## config.mk

```make
export PLATFORM = sky130hd
export DESIGN_NAME = multi_slot_countdown_timer_bank_top
export DESIGN_NICKNAME = d
export VERILOG_FILES = /design/src/mstb_pkg.sv /design/src/multi_slot_countdown_timer_bank_top.sv /design/src/mstb_front.sv /design/src/mstb_back.sv
export SDC_FILE = /design/constraint.sdc
export NUM_CORES = 2
export LEC_CHECK = 0
export BUFFER_PORTS_ARGS = -buffer_cell sky130_fd_sc_hd__clkbuf_2
export CAP_MARGIN = 40
export CORE_ASPECT_RATIO = 0.75
export CORE_MARGIN = 8
export CORE_UTILIZATION = 47
export CTS_CLUSTER_SIZE = 28
export DETAILED_ROUTE_END_ITERATION = 16
export RECOVER_POWER = 100
export SLEW_MARGIN = 0
export SYNTH_ARGS = -nofsm -noshare
export SYNTH_HDL_FRONTEND = slang
export SYNTH_HIERARCHICAL = 1
export SYNTH_SLANG_ARGS = --single-unit
```

## constraint.sdc

```tcl
create_clock -name clock -period 18.6 [get_ports clock]
set_input_delay 0.93 -clock clock [delete_from_list [all_inputs] [get_ports clock]]
set_output_delay 0.93 -clock clock [all_outputs]
set_load 0.02 [all_outputs]
```

## src/mstb_pkg.sv

```systemverilog
`default_nettype none
// ----------------------------------------------------------------------------
// mstb_pkg
// Shared types, codes and sizes for the countdown timer bank.
// ----------------------------------------------------------------------------
package mstb_pkg;

   localparam int NUM_SLOTS       = 16;
   localparam int COUNT_WIDTH     = 32;
   localparam int ID_WIDTH        = 4;
   localparam int TICKS_WIDTH     = 32;
   localparam int ADDR_SLOTS      = 1 << ID_WIDTH;
   localparam int SCAN_SLOTS      = (NUM_SLOTS < ADDR_SLOTS) ? NUM_SLOTS : ADDR_SLOTS;
   localparam int SLOT_IDX_WIDTH  = (NUM_SLOTS > 1) ? $clog2(NUM_SLOTS) : 1;
   localparam int SCAN_IDX_WIDTH  = (SCAN_SLOTS > 1) ? $clog2(SCAN_SLOTS) : 1;
   localparam int QUEUE_DEPTH     = 2;
   localparam int QUEUE_PTR_WIDTH = 1;
   localparam int QUEUE_CNT_WIDTH = 2;

   typedef logic [1:0]             op_type;
   typedef logic [1:0]             err_type;
   typedef logic [ID_WIDTH-1:0]    id_type;
   typedef logic [COUNT_WIDTH-1:0] count_type;

   localparam op_type OP_TICK   = 2'd0;
   localparam op_type OP_ARM    = 2'd1;
   localparam op_type OP_REARM  = 2'd2;
   localparam op_type OP_DISARM = 2'd3;

   localparam err_type ERR_NONE        = 2'd0;
   localparam err_type ERR_ZERO_TICKS  = 2'd1;
   localparam err_type ERR_ALREADY_ARM = 2'd2;

   localparam logic KIND_ACK    = 1'b0;
   localparam logic KIND_EXPIRY = 1'b1;

   typedef struct packed {
      op_type    op;
      id_type    id;
      logic      in_range;
      logic      ticks_zero;
      count_type ticks;
      count_type interval;
   } cmd_type;

   typedef struct packed {
      logic    valid;
      logic    kind;
      id_type  slot_id;
      logic    prev_armed;
      err_type error;
      logic    last;
   } rsp_type;

   function automatic count_type to_count(input logic [TICKS_WIDTH-1:0] v);
      logic [2*TICKS_WIDTH-1:0] w;
      w = {{TICKS_WIDTH{1'b0}}, v};
      return w[COUNT_WIDTH-1:0];
   endfunction

endpackage
`default_nettype wire

```

## src/multi_slot_countdown_timer_bank_top.sv

```systemverilog
`default_nettype none
// ----------------------------------------------------------------------------
// multi_slot_countdown_timer_bank_top
// Bank of one-shot and periodic countdown timers driven by request commands.
// ----------------------------------------------------------------------------
// Usage:
//   Request channel: a request (tick, arm, rearm, disarm) is taken on a rising
//   edge with start high and busy low. Requests go into a two-entry queue;
//   busy is high while that queue is full.
//   Response channel: each response is shown for one cycle with rsp_valid
//   high. Arm, rearm and disarm give one acknowledge (last set). A tick gives
//   one expiry per expiring slot, in ascending slot order, last set on the
//   final one, and nothing if no slot expires.
//   A command is acknowledged after it passes the queue, the sequencer's idle
//   and command states and the response register. A tick scans all slots
//   with one shared decrementer, one slot per cycle; an expiry is held until
//   the next expiring slot is scanned or the scan ends, so the last one
//   passes the flush state and the response register after the final slot.
//   The sequencer takes no new request from the queue until it is back idle.
//   Reset (synchronous) clears the queue, all armed flags and reload values.
//   The receiver cannot stall; responses are never held back.
// ----------------------------------------------------------------------------
module multi_slot_countdown_timer_bank_top
   import mstb_pkg::*;
(
   input  wire logic                   clock,
   input  wire logic                   reset,
   input  wire logic                   start,
   output logic                        busy,
   input  wire logic [1:0]             req_operation,
   input  wire logic [ID_WIDTH-1:0]    req_timer_id,
   input  wire logic [TICKS_WIDTH-1:0] req_ticks,
   input  wire logic [TICKS_WIDTH-1:0] req_interval,
   output logic                        rsp_valid,
   output logic                        rsp_kind,
   output logic [ID_WIDTH-1:0]         rsp_slot_id,
   output logic                        rsp_prev_armed,
   output logic [1:0]                  rsp_error,
   output logic                        rsp_last
);

   logic    cmd_valid;
   cmd_type cmd;
   logic    pop;
   rsp_type rsp;

   mstb_front u_front (
      .clock     (clock),
      .reset     (reset),
      .start     (start),
      .busy      (busy),
      .operation (req_operation),
      .timer_id  (req_timer_id),
      .ticks     (req_ticks),
      .interval  (req_interval),
      .cmd_valid (cmd_valid),
      .cmd       (cmd),
      .pop       (pop)
   );

   mstb_back u_back (
      .clock     (clock),
      .reset     (reset),
      .cmd_valid (cmd_valid),
      .cmd       (cmd),
      .pop       (pop),
      .rsp       (rsp)
   );

   assign rsp_valid      = rsp.valid;
   assign rsp_kind       = rsp.kind;
   assign rsp_slot_id    = rsp.slot_id;
   assign rsp_prev_armed = rsp.prev_armed;
   assign rsp_error      = rsp.error;
   assign rsp_last       = rsp.last;

endmodule
`default_nettype wire

```

## src/mstb_front.sv

```systemverilog
`default_nettype none
// ----------------------------------------------------------------------------
// mstb_front
// Request intake: classifies requests and buffers them in a short queue.
// ----------------------------------------------------------------------------
module mstb_front
   import mstb_pkg::*;
(
   input  wire logic                   clock,
   input  wire logic                   reset,
   input  wire logic                   start,
   output logic                        busy,
   input  wire logic [1:0]             operation,
   input  wire logic [ID_WIDTH-1:0]    timer_id,
   input  wire logic [TICKS_WIDTH-1:0] ticks,
   input  wire logic [TICKS_WIDTH-1:0] interval,
   output logic                        cmd_valid,
   output cmd_type                     cmd,
   input  wire logic                   pop
);

   cmd_type                      queue_ff [QUEUE_DEPTH];
   logic [QUEUE_PTR_WIDTH-1:0]   wr_ptr_ff, wr_ptr_in;
   logic [QUEUE_PTR_WIDTH-1:0]   rd_ptr_ff, rd_ptr_in;
   logic [QUEUE_CNT_WIDTH-1:0]   count_ff, count_in;
   logic                         accept;
   cmd_type                      entry;

   assign busy      = (count_ff == QUEUE_CNT_WIDTH'(QUEUE_DEPTH));
   assign accept    = start && !busy;
   assign cmd_valid = (count_ff != '0);
   assign cmd       = queue_ff[rd_ptr_ff];

   always_comb begin
      entry.op         = operation;
      entry.id         = timer_id;
      entry.in_range   = (32'(timer_id) < 32'(NUM_SLOTS));
      entry.ticks      = to_count(ticks);
      entry.interval   = to_count(interval);
      entry.ticks_zero = (entry.ticks == '0);
   end

   always_comb begin
      wr_ptr_in = accept ? wr_ptr_ff + 1'b1 : wr_ptr_ff;
      rd_ptr_in = pop ? rd_ptr_ff + 1'b1 : rd_ptr_ff;
      count_in  = count_ff;
      if (accept && !pop) begin
         count_in = count_ff + 1'b1;
      end else if (!accept && pop) begin
         count_in = count_ff - 1'b1;
      end
   end

   always_ff @(posedge clock) begin
      if (reset) begin
         wr_ptr_ff <= '0;
         rd_ptr_ff <= '0;
         count_ff  <= '0;
      end else begin
         wr_ptr_ff <= wr_ptr_in;
         rd_ptr_ff <= rd_ptr_in;
         count_ff  <= count_in;
      end
   end

   always_ff @(posedge clock) begin
      if (accept) begin
         queue_ff[wr_ptr_ff] <= entry;
      end
   end

`ifndef ASSERT_OFF
   a_count_bound: assert property (@(posedge clock) disable iff (reset)
      count_ff <= QUEUE_CNT_WIDTH'(QUEUE_DEPTH))
      else $error("queue count above depth");
   a_no_pop_empty: assert property (@(posedge clock) disable iff (reset)
      pop |-> count_ff != '0)
      else $error("pop from empty queue");
   a_accept_grows: assert property (@(posedge clock) disable iff (reset)
      (accept && !pop) |=> count_ff == $past(count_ff) + 1'b1)
      else $error("accepted request not queued");
`endif

endmodule
`default_nettype wire

```

## src/mstb_back.sv

```systemverilog
`default_nettype none
// ----------------------------------------------------------------------------
// mstb_back
// Slot state and sequencer: executes commands and scans slots on a tick.
// ----------------------------------------------------------------------------
module mstb_back
   import mstb_pkg::*;
(
   input  wire logic    clock,
   input  wire logic    reset,
   input  wire logic    cmd_valid,
   input  wire cmd_type cmd,
   output logic         pop,
   output rsp_type      rsp
);

   localparam logic [1:0] ST_IDLE  = 2'd0;
   localparam logic [1:0] ST_CMD   = 2'd1;
   localparam logic [1:0] ST_SCAN  = 2'd2;
   localparam logic [1:0] ST_FLUSH = 2'd3;

   logic [1:0]                state_ff, state_in;
   cmd_type                   cur_ff, cur_in;
   logic [SCAN_IDX_WIDTH-1:0] scan_idx_ff, scan_idx_in;
   logic                      pend_valid_ff, pend_valid_in;
   id_type                    pend_slot_ff, pend_slot_in;
   rsp_type                   rsp_ff, rsp_in;
   logic [NUM_SLOTS-1:0]      armed_ff;
   count_type                 count_ff  [NUM_SLOTS];
   count_type                 reload_ff [NUM_SLOTS];

   logic [SLOT_IDX_WIDTH-1:0] rd_slot;
   logic                      rd_armed;
   count_type                 rd_count, rd_reload, dec;
   logic                      expire;
   id_type                    scan_id;
   logic                      arm_we, arm_wdata;
   logic                      cnt_we, rel_we;
   count_type                 cnt_wdata, rel_wdata;

   assign rsp     = rsp_ff;
   assign scan_id = ID_WIDTH'(scan_idx_ff);
   assign rd_slot = (state_ff == ST_SCAN) ? SLOT_IDX_WIDTH'(scan_idx_ff)
                                          : SLOT_IDX_WIDTH'(cur_ff.id);
   assign rd_armed  = armed_ff[rd_slot];
   assign rd_count  = count_ff[rd_slot];
   assign rd_reload = reload_ff[rd_slot];
   assign dec       = rd_count - 1'b1;
   assign expire    = rd_armed && (dec == '0);

   always_comb begin
      state_in      = state_ff;
      cur_in        = cur_ff;
      scan_idx_in   = scan_idx_ff;
      pend_valid_in = pend_valid_ff;
      pend_slot_in  = pend_slot_ff;
      rsp_in        = '0;
      pop           = 1'b0;
      arm_we        = 1'b0;
      arm_wdata     = 1'b0;
      cnt_we        = 1'b0;
      cnt_wdata     = '0;
      rel_we        = 1'b0;
      rel_wdata     = '0;
      unique case (state_ff)
         ST_IDLE: begin
            if (cmd_valid) begin
               pop           = 1'b1;
               cur_in        = cmd;
               scan_idx_in   = '0;
               pend_valid_in = 1'b0;
               state_in      = (cmd.op == OP_TICK) ? ST_SCAN : ST_CMD;
            end
         end
         ST_CMD: begin
            rsp_in.valid   = 1'b1;
            rsp_in.kind    = KIND_ACK;
            rsp_in.slot_id = cur_ff.id;
            rsp_in.last    = 1'b1;
            rsp_in.error   = ERR_NONE;
            if (cur_ff.in_range) begin
               rsp_in.prev_armed = rd_armed;
               unique case (cur_ff.op)
                  OP_ARM: begin
                     if (cur_ff.ticks_zero) begin
                        rsp_in.error = ERR_ZERO_TICKS;
                     end else if (rd_armed) begin
                        rsp_in.error = ERR_ALREADY_ARM;
                     end else begin
                        cnt_we    = 1'b1;
                        cnt_wdata = cur_ff.ticks;
                        rel_we    = 1'b1;
                        rel_wdata = cur_ff.interval;
                        arm_we    = 1'b1;
                        arm_wdata = 1'b1;
                     end
                  end
                  OP_REARM: begin
                     if (cur_ff.ticks_zero) begin
                        rsp_in.error = ERR_ZERO_TICKS;
                     end else begin
                        cnt_we    = 1'b1;
                        cnt_wdata = cur_ff.ticks;
                        arm_we    = 1'b1;
                        arm_wdata = 1'b1;
                     end
                  end
                  OP_DISARM: begin
                     cnt_we    = 1'b1;
                     cnt_wdata = '0;
                     arm_we    = 1'b1;
                     arm_wdata = 1'b0;
                  end
                  default: begin
                  end
               endcase
            end
            state_in = ST_IDLE;
         end
         ST_SCAN: begin
            if (rd_armed) begin
               cnt_we    = 1'b1;
               cnt_wdata = (expire && (rd_reload != '0)) ? rd_reload : dec;
            end
            if (expire) begin
               if (rd_reload == '0) begin
                  arm_we    = 1'b1;
                  arm_wdata = 1'b0;
               end
               if (pend_valid_ff) begin
                  rsp_in.valid      = 1'b1;
                  rsp_in.kind       = KIND_EXPIRY;
                  rsp_in.slot_id    = pend_slot_ff;
                  rsp_in.prev_armed = 1'b1;
                  rsp_in.error      = ERR_NONE;
                  rsp_in.last       = 1'b0;
               end
               pend_valid_in = 1'b1;
               pend_slot_in  = scan_id;
            end
            if (scan_idx_ff == SCAN_IDX_WIDTH'(SCAN_SLOTS - 1)) begin
               state_in = ST_FLUSH;
            end else begin
               scan_idx_in = scan_idx_ff + 1'b1;
            end
         end
         ST_FLUSH: begin
            if (pend_valid_ff) begin
               rsp_in.valid      = 1'b1;
               rsp_in.kind       = KIND_EXPIRY;
               rsp_in.slot_id    = pend_slot_ff;
               rsp_in.prev_armed = 1'b1;
               rsp_in.error      = ERR_NONE;
               rsp_in.last       = 1'b1;
            end
            pend_valid_in = 1'b0;
            state_in      = ST_IDLE;
         end
         default: begin
            state_in = ST_IDLE;
         end
      endcase
   end

   always_ff @(posedge clock) begin
      if (reset) begin
         state_ff      <= ST_IDLE;
         pend_valid_ff <= 1'b0;
         rsp_ff        <= '0;
         armed_ff      <= '0;
      end else begin
         state_ff      <= state_in;
         pend_valid_ff <= pend_valid_in;
         rsp_ff        <= rsp_in;
         if (arm_we) begin
            armed_ff[rd_slot] <= arm_wdata;
         end
      end
   end

   always_ff @(posedge clock) begin
      cur_ff       <= cur_in;
      scan_idx_ff  <= scan_idx_in;
      pend_slot_ff <= pend_slot_in;
      if (cnt_we) begin
         count_ff[rd_slot] <= cnt_wdata;
      end
   end

   always_ff @(posedge clock) begin
      if (reset) begin
         for (int i = 0; i < NUM_SLOTS; i++) begin
            reload_ff[i] <= '0;
         end
      end else if (rel_we) begin
         reload_ff[rd_slot] <= rel_wdata;
      end
   end

`ifndef ASSERT_OFF
   a_ack_last: assert property (@(posedge clock) disable iff (reset)
      (rsp_ff.valid && rsp_ff.kind == KIND_ACK) |-> rsp_ff.last)
      else $error("acknowledge without last mark");
   a_cmd_one_cycle: assert property (@(posedge clock) disable iff (reset)
      state_ff == ST_CMD |=> (state_ff == ST_IDLE && rsp_ff.valid))
      else $error("command did not acknowledge in one cycle");
   a_idle_no_pend: assert property (@(posedge clock) disable iff (reset)
      state_ff == ST_IDLE |-> !pend_valid_ff)
      else $error("pending expiry left over after scan");
   a_pop_idle: assert property (@(posedge clock) disable iff (reset)
      pop |-> (state_ff == ST_IDLE && cmd_valid))
      else $error("pop outside idle");
`endif

endmodule
`default_nettype wire
```

==> impl_metrics.env <==
export IMPL_synth_area_mux_share_pct=9.63
export IMPL_h_tree_depth=4
export IMPL_fp_dieW_microns=409
export IMPL_powerDensity_nw_per_um2=147
export IMPL_r2r_slack_ns=5.94
export IMPL_finalWeightedCongestion=0.912
export IMPL_total_power_w=0.00889
export IMPL_ios=84
export IMPL_grt_pass1_vias=32100
export IMPL_synth_top_family_by_area="simple AND/OR/NAND/NOR gates"
export IMPL_via_count=31900
export IMPL_cp_max_fo=80
export IMPL_clock_latency_ns=0.73
export IMPL_leakagePower_nw=19.0
export IMPL_slew_limit_headroom_pct=-133
export IMPL_drtIter0Drc=4268
export IMPL_reg2reg_to="u_back/reload_ff[7][31]"
export IMPL_finalHoldViolations=0
export IMPL_rr_startpoint="u_back/state_ff[0]"
export IMPL_critical_path_required_ns=18.90
export IMPL_start_util_pct=47.3
export IMPL_grt_max_degree=81
export IMPL_async_reset_ff_share_pct=0
export IMPL_rows=108
export IMPL_first_pass_iters=5
export IMPL_ctsRootBufferMaster="clkbuf_16"
export IMPL_dominantRegCellSynth="edfxtp_1"
export IMPL_ant_nets=0
export IMPL_seq_area_sq_um=38100
export IMPL_drc=0
export IMPL_wl_per_cell_microns=30.7
export IMPL_min_period_over_period_pct=68.0
export IMPL_ys_seq_area_share_pct=69.8
export IMPL_syn_num_nets=3487
export IMPL_cts_path_max_buffers=3
export IMPL_synth_xor_area_share_pct=0.498
export IMPL_mappedNetlistArea_sq_um=54600
export IMPL_cap_violations=56
export IMPL_top_layer_used="met4"
export IMPL_stdcell_area_sq_um=60700
export IMPL_critPathArrivalTime_ns=12.95
export IMPL_synth_compound_area_share_pct=7.08
export IMPL_hold_class="primary input to flop"
export IMPL_hpwlAfterDp_mm=90.1
export IMPL_wl_met3_mm=19.1
export IMPL_hp_start="req_timer_id[3]"
export IMPL_syn_inst=3401
export IMPL_synth_edff_count=1246
export IMPL_pre_cts_ws_ns=11.12
export IMPL_end_kind="flop"
export IMPL_clkSinkCount=1280
export IMPL_port_buffers=83
export IMPL_cp_start_kind="flop"
export IMPL_holdPathStages=1
export IMPL_nNetsFinal=3559
export IMPL_worst_slack_ns=5.94
export IMPL_violations="max-capacitance violations, max-slew violations"
export IMPL_cts_buffers=131
export IMPL_skew_ns=0.0372
export IMPL_dr_wl_met2_mm=67.4
export IMPL_yosys_area_share_simple_pct=10.3
export IMPL_fillCellCount=9264
export IMPL_drive_gt1_share_pct=15.4
export IMPL_grtUsageTotal_pct=24.0
export IMPL_grt_pass1_wl_mm=224
export IMPL_vdd_drop_max_uv=127
export IMPL_cts_setup_buffers=0
export IMPL_setup_violations_final=0
export IMPL_core_sq_um=115000
export IMPL_synthAdderAreaFrac_pct=0.298
export IMPL_yosys_warnings=6
export IMPL_fin_setup_tns_ns=0
export IMPL_rr_worst_depth=14
export IMPL_area_delta_synth_final_pct=11.2
export IMPL_postRouteWirelength_mm=157
export IMPL_synth_cell_type_count=75
export IMPL_clk_pin_slew_ns=0.06
export IMPL_grt_overflow_total=0
export IMPL_setup_worst_path_class="flop to flop"
export IMPL_post_dp_cell_area_sq_um=56900
export IMPL_outcome="finished with violations"
export IMPL_tightest_slew_ns=3.50
export IMPL_cts_resized=0
export IMPL_met1_length_mm=65.8
export IMPL_rsz0062_at_grt="no"
export IMPL_cts_tree="done"
export IMPL_drv_slew=1594
export IMPL_antenna_found_initial=5
export IMPL_avgViaCountPerCell=6.24
export IMPL_fmax_mhz=79.0
export IMPL_yosys_register_bits=1280
export IMPL_multi_input_area_sq_um=15400
export IMPL_finish_utilization_pct=52.6
export IMPL_min_period_ns=12.66
export IMPL_whs_endpoint="u_front/queue_ff[0][68]"
export IMPL_cts_hold_buf=0
export IMPL_synth_area_per_cell_sq_um=16.0
export IMPL_design_die_area_sq_um=127000
export IMPL_die_h_microns=311
-- kinds of logic after synthesis --
family,after synthesis
fa+ha+maj,13
flops,1280
buf+inv,275
xor+xnor,31
mux,287
other cells,1
simple gates,986
compound gates,528
-- Yosys cell counts, types with 19 or more instances --
library cell / count / area [sq um]
clkbuf_1: 170 / 638
buf_2: 56 / 280
nor2_1: 102 / 383
nand3_1: 46 / 230
o41ai_1: 34 / 298
or2_2: 25 / 156
o21a_1: 145 / 1090
a22oi_1: 87 / 653
mux4_2: 182 / 4100
a21oi_1: 19 / 95.1
and2_1: 518 / 3240
nor4_1: 23 / 144
nor3_1: 20 / 100
o21bai_1: 23 / 173
dfxtp_1: 34 / 681
a41oi_1: 22 / 193
nand2_1: 138 / 518
mux2_2: 71 / 800
o22ai_1: 20 / 125
buf_6: 20 / 225
nand4_1: 34 / 213
or3_1: 23 / 144
edfxtp_1: 1246 / 37400
mux2i_1: 32 / 320
o21ai_0: 107 / 536
a211oi_1: 20 / 150
-- worst max path at each step --
stage / endpoint / from / cells past startpoint
detailed placement: u_back/count_ff[0][26] / u_back/state_ff[0] / 20
global placement: u_back/count_ff[0][26] / u_back/state_ff[0] / 17
finish: u_back/reload_ff[7][31] / u_back/state_ff[0] / 14
CTS: u_back/count_ff[9][26] / u_back/state_ff[0] / 20
global route: u_back/reload_ff[7][31] / u_back/state_ff[0] / 14
floorplan: u_back/count_ff[0][1] / u_back/state_ff[0] / 20
-- layout by cell type, fill, tap and decap left out, types with 18 or more instances in the layout --
master / instances
a21oi_1: 19
clkbuf_1: 163
nand3_1: 46
o21a_1: 145
clkbuf_16: 144
clkinv_1: 26
buf_4: 45
nor3_1: 18
a41oi_1: 22
or3_1: 23
nand4_1: 34
o41ai_1: 34
and2_1: 259
mux2_1: 24
nand2_1: 138
mux2_2: 47
a22oi_1: 87
nor4_1: 22
and2_0: 259
o21bai_1: 23
a211oi_1: 20
mux2i_1: 33
edfxtp_1: 1246
mux4_2: 182
nor2_1: 72
o22ai_1: 19
o21ai_0: 109
dfxtp_1: 34
-- state kept, by name, summed over array words and instances, names as in the netlist, 2 cells and up, named ones only --
| signal | flops |
|---|---|
| u_back/armed_ff | 16 |
| u_back/count_ff | 512 |
| u_back/cur_ff | 72 |
| u_back/pend_slot_ff | 4 |
| u_back/reload_ff | 512 |
| u_back/rsp | 10 |
| u_back/scan_id | 4 |
| u_back/state_ff | 2 |
| u_front/count_ff | 2 |
| u_front/queue_ff | 142 |
-- report_power, final --
group | internal [W] | switching, W | leakage (nW)
clock | 0.00151 | 0.00106 | 2.06
sequential | 0.00338 | 0.000232 | 11.5
combinational | 0.000932 | 0.00178 | 5.48
-- through the flow --
step | hold slack, ns | instances
CTS | 0.344 | 5108
floorplan | 0.421 | 3401
detailed placement | 0.478 | 4874
global route | 0.366 | 5114
finish | 0.401 | 5117
global placement | 0.472 | 4856
-- per-layer routing --
layer	up-vias	global-route usage [%]
met3	295	6.22
met2	2033	34.9
met1	16300	35.5
li1	13300	-
met4	0	7.46
met5	-	0
-- final cells by class --
| class | instances | area share, % |
|---|---|---|
| clock inverter | 50 | 0.635 |
| multi-input combinational | 1846 | 25.3 |
| tap | 1540 | 3.17 |
| inverter | 17 | 0.107 |
| sequential | 1280 | 62.8 |
| timing repair buffer | 197 | 1.66 |
| antenna | 3 | 0.0124 |
| clock buffer | 184 | 6.30 |
-- critical path, stage by stage (launching register included) --
cell and delay, ns:
dfxtp_1 0.33, inv_1 0.14, ha_1 0.27, clkbuf_1 0.81
mux2i_1 0.57, buf_12 0.53, clkbuf_1 2.52, mux4_2 0.51
a2111oi_0 0.48, clkbuf_1 0.55, nand2_1 0.69, nor2_2 0.27
clkbuf_1 1.62, or2_0 1.35, clkbuf_1 1.32
Note: power is estimated with default switching activity, not from simulation.
